[src/rtl/core/spt_pkg.sv]
package spt_pkg;

  localparam int unsigned ANGLE_W = 16;
  localparam int unsigned SEQ_W   = 16;
  localparam int unsigned TICK_W  = 16;
  localparam int unsigned STEP_W  = 15;
  localparam int unsigned OUTJ_W  = 4;
  localparam int unsigned CFG_IDX_W = 3;
  localparam int unsigned CFG_W   = 64;
  localparam int unsigned SIT_JOINTS = 12;
  localparam int unsigned RATIO_W = 16;

  localparam logic [TICK_W-1:0] TICK_MAX         = 16'hFFFF;
  localparam logic [TICK_W-1:0] TRANSITION_RESET = 16'd100;
  localparam logic [TICK_W-1:0] TIMEOUT_RESET    = 16'd25;
  localparam logic [STEP_W-1:0] MAX_STEP_RESET   = 15'd82;
  // 3.0 in Q2.16, two bits wider than the ratio to hold 3 - 2r
  localparam logic [RATIO_W+1:0] THREE_Q16       = 18'd196608;

  typedef enum logic [1:0] {
    FUNC_TICK     = 2'd0,
    FUNC_MODE     = 2'd1,
    FUNC_FEEDBACK = 2'd2,
    FUNC_NONE     = 2'd3
  } func_e;

  typedef enum logic [CFG_IDX_W-1:0] {
    CFG_SIT_0_3      = 3'd0,
    CFG_SIT_4_7      = 3'd1,
    CFG_SIT_8_11     = 3'd2,
    CFG_TRANSITION   = 3'd3,
    CFG_TIMEOUT      = 3'd4,
    CFG_MAX_STEP     = 3'd5,
    CFG_RSVD6        = 3'd6,
    CFG_RSVD7        = 3'd7
  } cfg_idx_e;

  typedef enum logic [1:0] {
    TMODE_SOURCE = 2'd0,
    TMODE_SIT    = 2'd1,
    TMODE_BLEND  = 2'd2
  } tick_mode_e;

  typedef struct packed {
    logic mode_upd;
    logic fb_wr;
    logic tick_start;
    logic div_step;
    logic square;
    logic cube;
    logic prod;
    logic emit;
    logic tick_end;
  } spt_cmd_t;

  typedef struct packed {
    logic blend;
    logic out_free;
  } spt_sts_t;

endpackage

[src/rtl/core/spt_ctrl.sv]
module spt_ctrl import spt_pkg::*; #(
  parameter int unsigned JOINT_COUNT = 12,
  parameter int unsigned JW = (JOINT_COUNT > 1) ? $clog2(JOINT_COUNT) : 1
) (
  input  logic          clk_i,
  input  logic          rst_ni,
  input  logic          in_valid_i,
  input  logic [1:0]    in_func_i,
  output logic          in_ready_o,
  input  spt_sts_t      sts_i,
  output spt_cmd_t      cmd_o,
  output logic [JW-1:0] joint_o
);

  typedef enum logic [2:0] {
    S_IDLE, S_DECIDE, S_DIV, S_SQ, S_CUBE, S_PROD, S_EMIT
  } state_e;

  localparam logic [JW-1:0] LAST_J = JW'(JOINT_COUNT - 1);

  state_e        state_q, state_d;
  logic [3:0]    cnt_q, cnt_d;
  logic [JW-1:0] joint_q, joint_d;
  logic          accept;

  assign in_ready_o = (state_q == S_IDLE);
  assign accept     = in_valid_i && in_ready_o;
  assign joint_o    = joint_q;

  always_comb begin
    state_d = state_q;
    cnt_d   = cnt_q;
    joint_d = joint_q;
    cmd_o   = '0;
    unique case (state_q)
      S_IDLE: begin
        if (accept) begin
          case (func_e'(in_func_i))
            FUNC_TICK: begin
              cmd_o.tick_start = 1'b1;
              state_d = S_DECIDE;
            end
            FUNC_MODE:     cmd_o.mode_upd = 1'b1;
            FUNC_FEEDBACK: cmd_o.fb_wr = 1'b1;
            default: ;
          endcase
        end
      end
      S_DECIDE: begin
        cnt_d   = '0;
        joint_d = '0;
        state_d = sts_i.blend ? S_DIV : S_PROD;
      end
      S_DIV: begin
        cmd_o.div_step = 1'b1;
        cnt_d = cnt_q + 4'd1;
        if (cnt_q == 4'd15) state_d = S_SQ;
      end
      S_SQ: begin
        cmd_o.square = 1'b1;
        state_d = S_CUBE;
      end
      S_CUBE: begin
        cmd_o.cube = 1'b1;
        state_d = S_PROD;
      end
      S_PROD: begin
        cmd_o.prod = 1'b1;
        state_d = S_EMIT;
      end
      S_EMIT: begin
        if (sts_i.out_free) begin
          cmd_o.emit = 1'b1;
          if (joint_q == LAST_J) begin
            cmd_o.tick_end = 1'b1;
            state_d = S_IDLE;
          end else begin
            joint_d = joint_q + JW'(1);
            state_d = S_PROD;
          end
        end
      end
      default: state_d = S_IDLE;
    endcase
  end

  always_ff @(posedge clk_i or negedge rst_ni) begin
    if (!rst_ni) begin
      state_q <= S_IDLE;
      cnt_q   <= '0;
      joint_q <= '0;
    end else begin
      state_q <= state_d;
      cnt_q   <= cnt_d;
      joint_q <= joint_d;
    end
  end

  a_div_len: assert property (@(posedge clk_i) disable iff (!rst_ni)
    (state_q == S_DIV && cnt_q == 4'd15) |=> state_q == S_SQ)
    else $error("divider did not run sixteen steps");
  a_last_idle: assert property (@(posedge clk_i) disable iff (!rst_ni)
    (state_q == S_EMIT && sts_i.out_free && joint_q == LAST_J) |=> state_q == S_IDLE)
    else $error("tick did not end after last joint");
  a_emit_free: assert property (@(posedge clk_i) disable iff (!rst_ni)
    cmd_o.emit |-> sts_i.out_free)
    else $error("result loaded into busy output register");

endmodule

[src/rtl/core/spt_datapath.sv]
module spt_datapath import spt_pkg::*; #(
  parameter int unsigned JOINT_COUNT = 12,
  parameter int unsigned JW = (JOINT_COUNT > 1) ? $clog2(JOINT_COUNT) : 1
) (
  input  logic                  clk_i,
  input  logic                  rst_ni,
  input  spt_cmd_t              cmd_i,
  input  logic [JW-1:0]         joint_i,
  output spt_sts_t              sts_o,
  input  logic                  in_sit_i,
  input  logic [3:0]            in_joint_i,
  input  logic [ANGLE_W-1:0]    in_pos_i,
  input  logic                  cfg_wr_i,
  input  logic [CFG_IDX_W-1:0]  cfg_idx_i,
  input  logic [CFG_W-1:0]      cfg_data_i,
  input  logic                  out_ready_i,
  output logic                  out_valid_o,
  output logic [OUTJ_W-1:0]     out_joint_o,
  output logic [ANGLE_W-1:0]    out_angle_o,
  output logic [STEP_W-1:0]     out_step_o,
  output logic [SEQ_W-1:0]      out_seq_o,
  output logic                  out_last_o
);

  logic [CFG_W-1:0]   sit_q [3];
  logic [TICK_W-1:0]  trans_q, timeout_q;
  logic [STEP_W-1:0]  max_step_q;

  logic               sit_act_q, blend_q, fb_valid_q;
  logic [TICK_W-1:0]  elapsed_q, age_q;
  logic [SEQ_W-1:0]   seq_q;
  tick_mode_e         mode_q;
  logic [ANGLE_W-1:0] start_q [JOINT_COUNT];
  logic [ANGLE_W-1:0] pub_q   [JOINT_COUNT];
  logic [ANGLE_W-1:0] fb_q    [JOINT_COUNT];

  logic [RATIO_W-1:0] rem_q, quo_q, s_q;
  logic [2*RATIO_W-1:0] sq_q;
  logic signed [2*ANGLE_W+1:0] prod_q;

  logic               fresh, fb_hit;
  logic [TICK_W-1:0]  e_next;
  logic [RATIO_W:0]   div_sh;
  logic               div_ge;
  logic [RATIO_W+1:0] k_fac;
  logic [3*RATIO_W+1:0] cube_p;
  logic [ANGLE_W-1:0] sit_ang, start_j, target;
  logic [3:0]         jn;
  logic [CFG_W-1:0]   sit_word;
  logic signed [ANGLE_W:0] diff;
  logic [ANGLE_W+1:0] blend_sum;
  logic [JW-1:0]      fb_idx;

  assign fresh   = fb_valid_q && (age_q <= timeout_q);
  assign fb_idx  = JW'(in_joint_i);
  assign fb_hit  = (32'(in_joint_i) < JOINT_COUNT);
  assign e_next  = (elapsed_q != TICK_MAX) ? elapsed_q + 16'd1 : elapsed_q;
  assign div_sh  = {rem_q, 1'b0};
  assign div_ge  = div_sh >= {1'b0, trans_q};
  assign k_fac   = THREE_Q16 - {1'b0, quo_q, 1'b0};
  assign cube_p  = sq_q * k_fac;
  assign start_j = start_q[joint_i];

  // sit angle of the current joint; joints past the configured twelve sit at zero
  always_comb begin
    jn = 4'(joint_i);
    sit_word = '0;
    sit_ang  = '0;
    if (32'(joint_i) < SIT_JOINTS) begin
      case (jn[3:2])
        2'd0:    sit_word = sit_q[0];
        2'd1:    sit_word = sit_q[1];
        default: sit_word = sit_q[2];
      endcase
      sit_ang = sit_word[ANGLE_W*jn[1:0] +: ANGLE_W];
    end
  end

  assign diff      = $signed({sit_ang[ANGLE_W-1], sit_ang})
                   - $signed({start_j[ANGLE_W-1], start_j});
  assign blend_sum = {{2{start_j[ANGLE_W-1]}}, start_j} + prod_q[2*ANGLE_W+1:RATIO_W];

  always_comb begin
    case (mode_q)
      TMODE_SOURCE: target = fresh ? fb_q[joint_i] : pub_q[joint_i];
      TMODE_SIT:    target = sit_ang;
      default:      target = blend_sum[ANGLE_W-1:0];
    endcase
  end

  assign sts_o.blend    = (mode_q == TMODE_BLEND);
  assign sts_o.out_free = !out_valid_o || out_ready_i;

  always_ff @(posedge clk_i or negedge rst_ni) begin
    if (!rst_ni) begin
      for (int i = 0; i < 3; i++) sit_q[i] <= '0;
      trans_q    <= TRANSITION_RESET;
      timeout_q  <= TIMEOUT_RESET;
      max_step_q <= MAX_STEP_RESET;
      sit_act_q  <= 1'b0;
      blend_q    <= 1'b0;
      fb_valid_q <= 1'b0;
      elapsed_q  <= '0;
      age_q      <= '0;
      seq_q      <= '0;
      mode_q     <= TMODE_SOURCE;
      out_valid_o <= 1'b0;
      for (int i = 0; i < JOINT_COUNT; i++) begin
        start_q[i] <= '0;
        pub_q[i]   <= '0;
      end
    end else begin
      if (cfg_wr_i) begin
        unique case (cfg_idx_e'(cfg_idx_i))
          CFG_SIT_0_3:    sit_q[0]   <= cfg_data_i;
          CFG_SIT_4_7:    sit_q[1]   <= cfg_data_i;
          CFG_SIT_8_11:   sit_q[2]   <= cfg_data_i;
          CFG_TRANSITION: trans_q    <= cfg_data_i[TICK_W-1:0];
          CFG_TIMEOUT:    timeout_q  <= cfg_data_i[TICK_W-1:0];
          CFG_MAX_STEP:   max_step_q <= cfg_data_i[STEP_W-1:0];
          default: ;
        endcase
      end
      if (cmd_i.mode_upd) begin
        if (in_sit_i && !sit_act_q) begin
          sit_act_q <= 1'b1;
          blend_q   <= 1'b1;
          elapsed_q <= '0;
          for (int i = 0; i < JOINT_COUNT; i++)
            start_q[i] <= fresh ? fb_q[i] : pub_q[i];
        end else if (!in_sit_i && sit_act_q) begin
          sit_act_q <= 1'b0;
          blend_q   <= 1'b0;
        end
      end
      if (cmd_i.fb_wr && fb_hit && 32'(in_joint_i) == JOINT_COUNT - 1) begin
        fb_valid_q <= 1'b1;
        age_q      <= '0;
      end
      if (cmd_i.tick_start) begin
        if (!sit_act_q) begin
          mode_q <= TMODE_SOURCE;
        end else if (!blend_q) begin
          mode_q <= TMODE_SIT;
        end else begin
          elapsed_q <= e_next;
          if (trans_q == '0 || e_next >= trans_q) begin
            blend_q <= 1'b0;
            mode_q  <= TMODE_SIT;
          end else begin
            mode_q <= TMODE_BLEND;
          end
        end
      end
      if (cmd_i.emit) begin
        out_valid_o     <= 1'b1;
        pub_q[joint_i]  <= target;
      end else if (out_ready_i) begin
        out_valid_o <= 1'b0;
      end
      if (cmd_i.tick_end) begin
        seq_q <= seq_q + 16'd1;
        if (age_q != TICK_MAX) age_q <= age_q + 16'd1;
      end
    end
  end

  always_ff @(posedge clk_i) begin
    if (cmd_i.fb_wr && fb_hit) fb_q[fb_idx] <= in_pos_i;
    if (cmd_i.tick_start) begin
      rem_q <= e_next;
      quo_q <= '0;
    end else if (cmd_i.div_step) begin
      rem_q <= div_ge ? RATIO_W'(div_sh - {1'b0, trans_q}) : div_sh[RATIO_W-1:0];
      quo_q <= {quo_q[RATIO_W-2:0], div_ge};
    end
    if (cmd_i.square) sq_q <= quo_q * quo_q;
    if (cmd_i.cube)   s_q  <= cube_p[3*RATIO_W-1:2*RATIO_W];
    if (cmd_i.prod)   prod_q <= diff * $signed({1'b0, s_q});
    if (cmd_i.emit) begin
      out_joint_o <= OUTJ_W'(joint_i);
      out_angle_o <= target;
      out_step_o  <= max_step_q;
      out_seq_o   <= seq_q;
      out_last_o  <= (32'(joint_i) == JOINT_COUNT - 1);
    end
  end

  a_blend_sit: assert property (@(posedge clk_i) disable iff (!rst_ni)
    blend_q |-> sit_act_q)
    else $error("blend running without sit request");

endmodule

[src/rtl/core/smoothstep_pose_transition_core.sv]
// A tick runs from accept through a decide state to the per-joint product and emit states;
// with a blend it first runs a 16-step divider plus two multiply stages (square, cube).
// Each emit waits while the output register is busy; no new request is taken until the
// tick ends. Mode and feedback requests are taken in idle without leaving it.
// Reset (async, active low) clears poses, flags, counters and loads register
// defaults; feedback angles keep no reset value until written.
module smoothstep_pose_transition_core import spt_pkg::*; #(
  parameter int unsigned JOINT_COUNT = 12
) (
  input  logic        clk_i,
  input  logic        rst_ni,
  input  logic        s_axis_tvalid_i,
  output logic        s_axis_tready_o,
  input  logic [23:0] s_axis_tdata_i,  // sit_requested, joint[3:0], position[15:0]
  input  logic [1:0]  s_axis_tuser_i,  // func[1:0]
  output logic        m_axis_tvalid_o,
  input  logic        m_axis_tready_i,
  output logic [55:0] m_axis_tdata_o,  // out_joint, target_angle, step_limit, sequence_res
  output logic        m_axis_tlast_o,
  input  logic        cfg_valid_i,
  output logic        cfg_ready_o,
  input  logic [2:0]  cfg_index_i,
  input  logic [63:0] cfg_data_i
);

  localparam int unsigned JW = (JOINT_COUNT > 1) ? $clog2(JOINT_COUNT) : 1;

  spt_cmd_t      cmd;
  spt_sts_t      sts;
  logic [JW-1:0] joint;

  assign cfg_ready_o = 1'b1;
  assign m_axis_tdata_o[55:51] = '0;

  spt_ctrl #(.JOINT_COUNT(JOINT_COUNT), .JW(JW)) u_ctrl (
    .clk_i      (clk_i),
    .rst_ni     (rst_ni),
    .in_valid_i (s_axis_tvalid_i),
    .in_func_i  (s_axis_tuser_i),
    .in_ready_o (s_axis_tready_o),
    .sts_i      (sts),
    .cmd_o      (cmd),
    .joint_o    (joint)
  );

  spt_datapath #(.JOINT_COUNT(JOINT_COUNT), .JW(JW)) u_dp (
    .clk_i       (clk_i),
    .rst_ni      (rst_ni),
    .cmd_i       (cmd),
    .joint_i     (joint),
    .sts_o       (sts),
    .in_sit_i    (s_axis_tdata_i[0]),
    .in_joint_i  (s_axis_tdata_i[4:1]),
    .in_pos_i    (s_axis_tdata_i[20:5]),
    .cfg_wr_i    (cfg_valid_i && cfg_ready_o),
    .cfg_idx_i   (cfg_index_i),
    .cfg_data_i  (cfg_data_i),
    .out_ready_i (m_axis_tready_i),
    .out_valid_o (m_axis_tvalid_o),
    .out_joint_o (m_axis_tdata_o[3:0]),
    .out_angle_o (m_axis_tdata_o[19:4]),
    .out_step_o  (m_axis_tdata_o[34:20]),
    .out_seq_o   (m_axis_tdata_o[50:35]),
    .out_last_o  (m_axis_tlast_o)
  );

endmodule

[config.mk]
export PLATFORM = sky130hd
export DESIGN_NAME = smoothstep_pose_transition_core
export DESIGN_NICKNAME = d
export VERILOG_FILES = /design/src/rtl/core/spt_pkg.sv /design/src/rtl/core/spt_ctrl.sv /design/src/rtl/core/spt_datapath.sv /design/src/rtl/core/smoothstep_pose_transition_core.sv
export SDC_FILE = /design/constraint.sdc
export NUM_CORES = 2
export LEC_CHECK = 0
export BUFFER_PORTS_ARGS = -buffer_cell sky130_fd_sc_hd__buf_4
export CAP_MARGIN = 25
export CORE_MARGIN = 1
export CORE_UTILIZATION = 60
export CTS_BUF_LIST = sky130_fd_sc_hd__clkbuf_4 sky130_fd_sc_hd__clkbuf_8
export CTS_CLUSTER_SIZE = 8
export DETAILED_ROUTE_END_ITERATION = 16
export PLACE_DENSITY = 0.84
export SLEW_MARGIN = 5
export SYNTH_ARGS = -nofsm -noshare
export SYNTH_HDL_FRONTEND = slang
export SYNTH_SLANG_ARGS = --single-unit
[constraint.sdc]
create_clock -name clk_i -period 11.1 [get_ports clk_i]
set_clock_uncertainty 0.2 [all_clocks]
set_input_delay 0.555 -clock clk_i [delete_from_list [all_inputs] [get_ports clk_i]]
set_output_delay 0.555 -clock clk_i [all_outputs]
set_load 0.005 [all_outputs]
Yosys cells after proc, flatten, opt, wreduce, memory -nomap -nowiden
Memories as Yosys holds them, arrays and structs flattened.
Cells that the tools add are included.
{ "op_classes": {"n_eq_ne": 26, "magnitude_cmp": 7, "n_mul": 3, "n_shift": 1, "mux": 77, "n_reduce_logical": 33, "bitwise_logic": 1, "addsub": 9} }
{ "ops": {"columns": ["operator", "n"], "rows": [
  ["two-way mux 16 bit", 31],
  ["bitwise mux 192 bit", 1],
  ["binary-select mux 16 bit (select 4 bit)", 2],
  ["case mux 64 bit (2 select lines)", 1],
  ["demux 16 bit (select 4 bit)", 1],
  ["two-way mux 64 bit", 1],
  ["variable part select 64 x 7 -> 16 bit", 1],
  ["adder 16 x 1 -> 16 bit (second input constant)", 3],
  ["multiplier 32 x 18 -> 48 bit", 1],
  ["multiplier 16 x 16 -> 32 bit", 1],
  ["multiplier 17 x 17 -> 32 bit", 1],
  ["!= test 16 bit (second input constant)", 2],
  ["case mux 16 bit (2 select lines)", 1],
  ["two-way mux 3 bit", 8],
  ["two-way mux 1 bit", 21],
  ["case mux 3 bit (7 select lines)", 1],
  ["subtractor 18 x 17 -> 18 bit (first input constant)", 1],
  ["greater-or-equal comparator 17 x 16 -> 1 bit", 1],
  ["subtractor 16 x 16 -> 17 bit", 1],
  ["adder 16 bit", 1],
  ["greater-or-equal comparator 16 bit", 1],
  ["less-or-equal comparator 16 bit", 1],
  ["logical NOT 16 bit", 1],
  ["case mux 4 bit (2 select lines)", 2],
  ["25 further kinds", 71]
]} }
{ "word_totals": {"mem_bits_rw": 192, "ff_bits": 852, "out_inout_bits": 60, "n_memories": 1} }
{ "mem_list": {"columns": ["memory", "words", "word_bits", "rd", "rd_clocked_by_memory_dff", "write_ports", "line", "source"], "rows": [
  ["u_dp.fb_q", 12, 16, 13, 0, 1, "spt_datapath.sv:35", "logic [ANGLE_W-1:0] fb_q [JOINT_COUNT];"]
]} }

Logic depth before layout (Yosys ltp)
{ "logic_depth": {"ltp_word": 9, "ltp_mapped": 47} }

Hierarchy
Synthesis repeated with hierarchy kept, for this count alone.
{ "unflattened": {"hier_cells": 7896, "area_unflattened_um2": 84229.5} }
{ "modules_own_cells": {"columns": ["module", "n_inst", "area_each_um2", "cells_each", "seq_area_each_um2"], "rows": [
  ["spt_datapath", 1, 83401.2, 7800, 28894.0],
  ["spt_ctrl", 1, 775.7, 88, 275.3],
  ["smoothstep_pose_transition_core", 1, 52.6, 8, 0.0]
]} }

Least setup slack after synthesis
No wires, ideal clock.
{ "synth_path": {"kind": "register -> register", "start": "register u_ctrl.joint_q[0] (netlist: u_ctrl.joint_o[0])", "end": "register u_dp.prod_q[22], data pin", "n_path_buf": 11, "path_stages_with_launch": 45, "setup_time_ns": 0.158, "arrival_time_ns": 10.462, "period_less_slack_ns": 10.820, "slack_ns": 0.280, "cell_sequence": "dfrtp_1 buf_4 buf_4 buf_6 buf_4 buf_4 buf_4 buf_4 buf_4 mux4_2 mux2i_1 o22a_1 ha_1 clkbuf_1 and2_1 or2_2 a21o_1 clkbuf_1 (+9 left out) fa_1 inv_1 fa_1 fa_1 inv_1 fa_1 inv_1 ha_1 a211oi_1 nand2_1 a211o_1 a31oi_1 o21ai_0 a31oi_1 o21ai_0 a2111oi_0 a31oi_1 o211ai_1"} }
{ "synth_via": {"elab_chain_cells": 6, "word_cells_on_any_way": 9, "cone_classes": "add/sub (1); mul (1); order compare (1); shift (1); mux (4); bitwise (1)"} }
{ "synth_lines": {"columns": ["element", "line", "source"], "rows": [
  ["start, declared", "spt_ctrl.sv:23", "logic [JW-1:0] joint_q, joint_d;"],
  ["start signal, assigned", "spt_ctrl.sv:95", "joint_q <= joint_d;"],
  ["parallel branches: the longest is 4 deep, another holds variable part select 64 x 7 -> 16 bit", null, null],
  ["subtractor 16 x 16 -> 17 bit *", "spt_datapath.sv:80", "- $signed({start_j[ANGLE_W-1], start_j});"],
  ["multiplier 17 x 17 -> 32 bit *", "spt_datapath.sv:179", "if (cmd_i.prod) prod_q <= diff * $signed({1'b0, s_q});"],
  ["end signal, assigned", "spt_datapath.sv:179", null],
  ["end, declared", "spt_datapath.sv:39", "logic signed [2*ANGLE_W+1:0] prod_q;"]
]} }
Every way passes the cells marked *. The select of a mux whose other input is x is not followed.
A chain may end at the register's enable or synchronous reset.

Worst setup path after layout
{ "layout_path": {"start": "register u_ctrl.joint_q[3] (netlist: u_ctrl.joint_o[3])", "end": "register u_dp.prod_q[22], data pin"} }
{ "layout_via": {"elab_chain_cells": 7, "word_cells_on_any_way": 13, "cone_classes": "add/sub (1); mul (1); order compare (1); eq/ne (1); shift (1); mux (6); bitwise (1); reduce/logical (1)"} }
{ "layout_lines": {"columns": ["element", "line", "source"], "rows": [
  ["== test 2 x 1 -> 1 bit or logical NOT 2 bit (tied branches)", "spt_datapath.sv:70", "case (jn[3:2])"],
  ["case mux 64 bit (2 select lines)", "spt_datapath.sv:70", null],
  ["two-way mux 64 bit", "spt_datapath.sv:69", "if (32'(joint_i) < SIT_JOINTS) begin"],
  ["variable part select 64 x 7 -> 16 bit", "spt_datapath.sv:75", "sit_ang = sit_word[ANGLE_W*jn[1:0] +: ANGLE_W];"],
  ["two-way mux 16 bit", "spt_datapath.sv:69", null],
  ["subtractor 16 x 16 -> 17 bit *", "spt_datapath.sv:80", null],
  ["multiplier 17 x 17 -> 32 bit *", "spt_datapath.sv:179", null]
]} }
Every way passes the cells marked *; elsewhere a longest branch is shown, timed or not. The select of a mux whose other input is x is not followed.

==> flow_summary_export.csv <==
group,metric,value,unit
critical_path,slowest_stage,"xor2_1",
critical_path,crit_type,"reg2reg",
critical_path,endpoint_kind,"flop",
global_route,grt_overflow_total,0,
placement,place_ws,369,ps
sta,timing.slew.headroom,0.174,
die,die_h,379,microns
global_route,grtUsageTotal,0.332,
critical_path,start_kind,"flop",
global_route,grt_pass1_vias,65300,
die,start_util,0.607,
critical_path,cp_max_fo,29,
synthesis,yosys_warnings,0,
hold_path,holdPathEnd,"u_dp.fb_q[1][12]$_DFFE_PP_",
sta,tightest_slew,1240,ps
global_route,grt_max_degree,172,
clock_tree,cts_buffer_depth,3,
sta,slew_violations,0,
sta,hold_viol,0,
clock_tree,cts_made_buffers,174,
job,maxCapViolCount,0,
placement,hpwl,161000,microns
synthesis,ys_seq_elements,1091,
synthesis,avgSynthCellArea,10.9,sq um
final_layout,multi_input_area,50700,sq um
clock_tree,tritoncts,"done",
clock_tree,path_clk_slew,60,ps
critical_path,cp.depth,33,
clock_tree,cts_htree_levels,4,
critical_path,path_common_cell,"fa_1",
final_layout,final_net_count,9374,
sta,postLayoutSetupSlackWorst,489,ps
final_layout,nFillCells,9689,
drt,vias_per_cell,6.15,
sta,fin_crit_sh,0.956,
critical_path,reg2reg_to,"u_dp.prod_q[22]$_DFFE_PP_",
drt,drc,0,
run_status,status,"complete, no violations",
drt,ant_nets,0,
die,rows,137,
final_layout,regArea,29200,sq um
critical_path,r2r_cells,33,
placement,portBuffers,148,
clock_tree,clkLatencyLatePin,930,ps
critical_path,cp.buffers_inverters,6,
sta,finalSetupViolCount,0,
global_route,grt_first_pass_wirelength,364000,microns
placement,gp_routability_congestion,0.960,
synthesis,async_flop_share,0.631,
critical_path,reg2reg_from,"u_ctrl.joint_o[3]$_DFFE_PN0P_",
final_layout,drive_above_1_share,0.158,
hold_path,min_path_cells,3,
drt,drt_iter0_drc,6621,
final_layout,area_growth,10.0,%
sta,fin_crit,10610,ps
synthesis,synth_cells,7779,
critical_path,rrSetupSlack,490,ps
sta,tns,0,ps
hold_path,hp-start,"s_axis_tdata_i[3]",
synthesis,syn_area,85100,sq um
drt,avgRoutedWirePerCell,23.4,microns
critical_path,cp.arrival,11150,ps
die,io_pins,158,
die,fp.dieW,379,microns
synthesis,ys.flop_type,"dfrtp_1",
clock_tree,cts_sinks,1091,
drt,dr.pass1.iters,9,
hold_path,hp-class,"in2reg",
critical_path,critPathTopFamily,"adder cells",
synthesis,yosysSeqAreaShare,0.343,
synthesis,synth-edff-count,387,
drt,vias,61700,
die,fp.dieArea,143000,sq um
synthesis,synth_cell_types,87,
global_route,antenna_found_initial,19,
die,core,140000,sq um
sta,max_freq,94.2,MHz
clock_tree,cts-root-buf,"clkbuf_8",
critical_path,required,11640,ps
critical_path,slowest_delay,900,ps
drt,drt-total-wl,234000,microns
sta,rsz0062_at_grt,"false",
## through the flow
step	cells	hold WS [ps]	cell area (sq um)	util
detailed placement	9589	230	88600	0.632
CTS	10000	20.0	93300	0.665
floorplan	7847	59.4	85400	-
global placement	9587	224	88600	0.632
finish	10000	108	93700	0.668
global route	10000	63.3	93600	0.668
## worst max path at each step
stage | slack, ps | endpoint | start
after floorplan | 280 | u_dp.prod_q[22]$_DFFE_PP_ | u_ctrl.joint_o[0]$_DFFE_PN0P_
after global placement | 510 | u_dp.prod_q[22]$_DFFE_PP_ | u_ctrl.joint_o[0]$_DFFE_PN0P_
after detailed placement | 370 | u_dp.prod_q[22]$_DFFE_PP_ | u_ctrl.joint_o[2]$_DFFE_PN0P_
after CTS | 300 | u_dp.prod_q[22]$_DFFE_PP_ | u_ctrl.joint_o[2]$_DFFE_PN0P_
after global routing | 40 | u_dp.prod_q[22]$_DFFE_PP_ | u_ctrl.joint_o[3]$_DFFE_PN0P_
final | 490 | u_dp.prod_q[22]$_DFFE_PP_ | u_ctrl.joint_o[3]$_DFFE_PN0P_
## layer usage
metal / track usage / routed length [microns] / vias up / part of all wire
li1: - / - / 26100 / -
met1: 0.408 / 83400 / 31000 / 0.36
met2: 0.530 / 111000 / 3689 / 0.47
met3: 0.0937 / 26200 / 966 / 0.11
met4: 0.184 / 14200 / 24 / 0.061
met5: 0 / 159 / - / 0.00068
## cell type report
class                      count  share of cell area
sequential                  1091               0.312
multi-input combinational   5231               0.541
tap                         1876              0.0251
clock inverter                38             0.00442
clock buffer                 281              0.0349
inverter                    1085              0.0435
timing repair buffer         421              0.0394
antenna                        9            0.000240
## synth_stat cells, types with 10 or more instances
| cell | count | area, sq um |
|---|---|---|
| nand2b_1 | 33 | 206 |
| buf_4 | 23 | 173 |
| nor4_1 | 21 | 131 |
| mux2i_1 | 300 | 3000 |
| a211o_1 | 30 | 263 |
| nand3_1 | 88 | 440 |
| nor3_1 | 54 | 270 |
| nand2_1 | 983 | 3690 |
| a31oi_1 | 19 | 119 |
| o21ai_0 | 383 | 1920 |
| and3_1 | 37 | 231 |
| mux2_2 | 376 | 4230 |
| nand4b_1 | 10 | 87.6 |
| nand3b_1 | 33 | 248 |
| edfxtp_1 | 387 | 11600 |
| and2_1 | 356 | 2230 |
| mux4_2 | 190 | 4280 |
| o31ai_1 | 19 | 143 |
| or2_2 | 13 | 81.3 |
| o21a_1 | 18 | 135 |
| a211oi_1 | 12 | 90.1 |
| a21oi_1 | 154 | 771 |
| nor2b_1 | 42 | 263 |
| or3_1 | 10 | 62.6 |
| o221ai_1 | 16 | 140 |
| dfxtp_1 | 16 | 320 |
| buf_1 | 37 | 139 |
| and4_1 | 11 | 96.3 |
| o211ai_1 | 22 | 165 |
| dfrtp_1 | 679 | 17000 |
| inv_1 | 1076 | 4040 |
| o21bai_1 | 13 | 97.6 |
| nand4_1 | 33 | 206 |
| buf_2 | 42 | 210 |
| clkbuf_1 | 333 | 1250 |
| nor2_1 | 245 | 920 |
| a221oi_1 | 13 | 114 |
| a21boi_0 | 10 | 75.1 |
| nor4b_1 | 16 | 140 |
| a21o_1 | 49 | 368 |
| fa_1 | 857 | 17200 |
| xnor2_1 | 114 | 998 |
| xor2_1 | 61 | 534 |
| ha_1 | 415 | 5190 |
## layout by cell type, fill, tap and decap left out, drive strengths merged, types with 33 or more instances in the layout
cell type / count
o21ai: 385
xor2: 62
mux2i: 301
nand2: 984
mux4: 190
a21o: 49
ha: 415
a21oi: 156
dfrtp: 679
mux2: 382
dlygate4sd3: 95
nor2b: 42
buf: 325
nand3: 88
clkbuf: 282
nand2b: 33
and3: 37
fa: 857
nand3b: 33
nor3: 55
conb: 70
edfxtp: 387
nor2: 245
xnor2: 115
nand4: 33
inv: 1089
and2: 358
## timing repair
item | CTS | global route
hold buffers | 95 | 0
gates resized for setup | 0 | 9
setup endpoints to repair | 0 | 7
hold endpoints to repair | 596 | 0
buffers inserted | 0 | 3
## state kept, by name (all words and copies together) (netlist names), 31 cells and up
| register | flops |
|---|---|
| u_dp.fb_q | 256 |
| u_dp.pub_q | 192 |
| u_dp.sit_q | 192 |
| u_dp.start_q | 192 |
| u_dp.sq_q | 31 |
## cells by family (layout without fill, tap and decap cells)
group                    after synthesis  after routing  share of synthesized area
AO/OA/AOI/OAI                        832            832                     0.0595
XOR/XNOR                             177            177                     0.0184
adder cells (fa/ha/maj)             1272           1272                      0.263
buffers and inverters               1525           1825                     0.0693
flip-flops                          1091           1091                      0.343
multiplexers                         873            873                      0.136
other                                  2             79                  0.0000882
AND/OR/NAND/NOR                     2007           2007                      0.111
## worst reg2reg max path: cells and delay by family (launching register included)
kind	cells	cell delay (ps)
flip-flops	1	660
AND/OR/NAND/NOR	5	760
AO/OA/AOI/OAI	12	2750
XOR/XNOR	1	900
adder cells (fa/ha/maj)	8	3440
multiplexers	1	550
buffers and inverters	6	1150
Power is left out: the tool's default activity adds up to more than one toggle a clock period on the data nets, which glitch-free logic cannot reach.
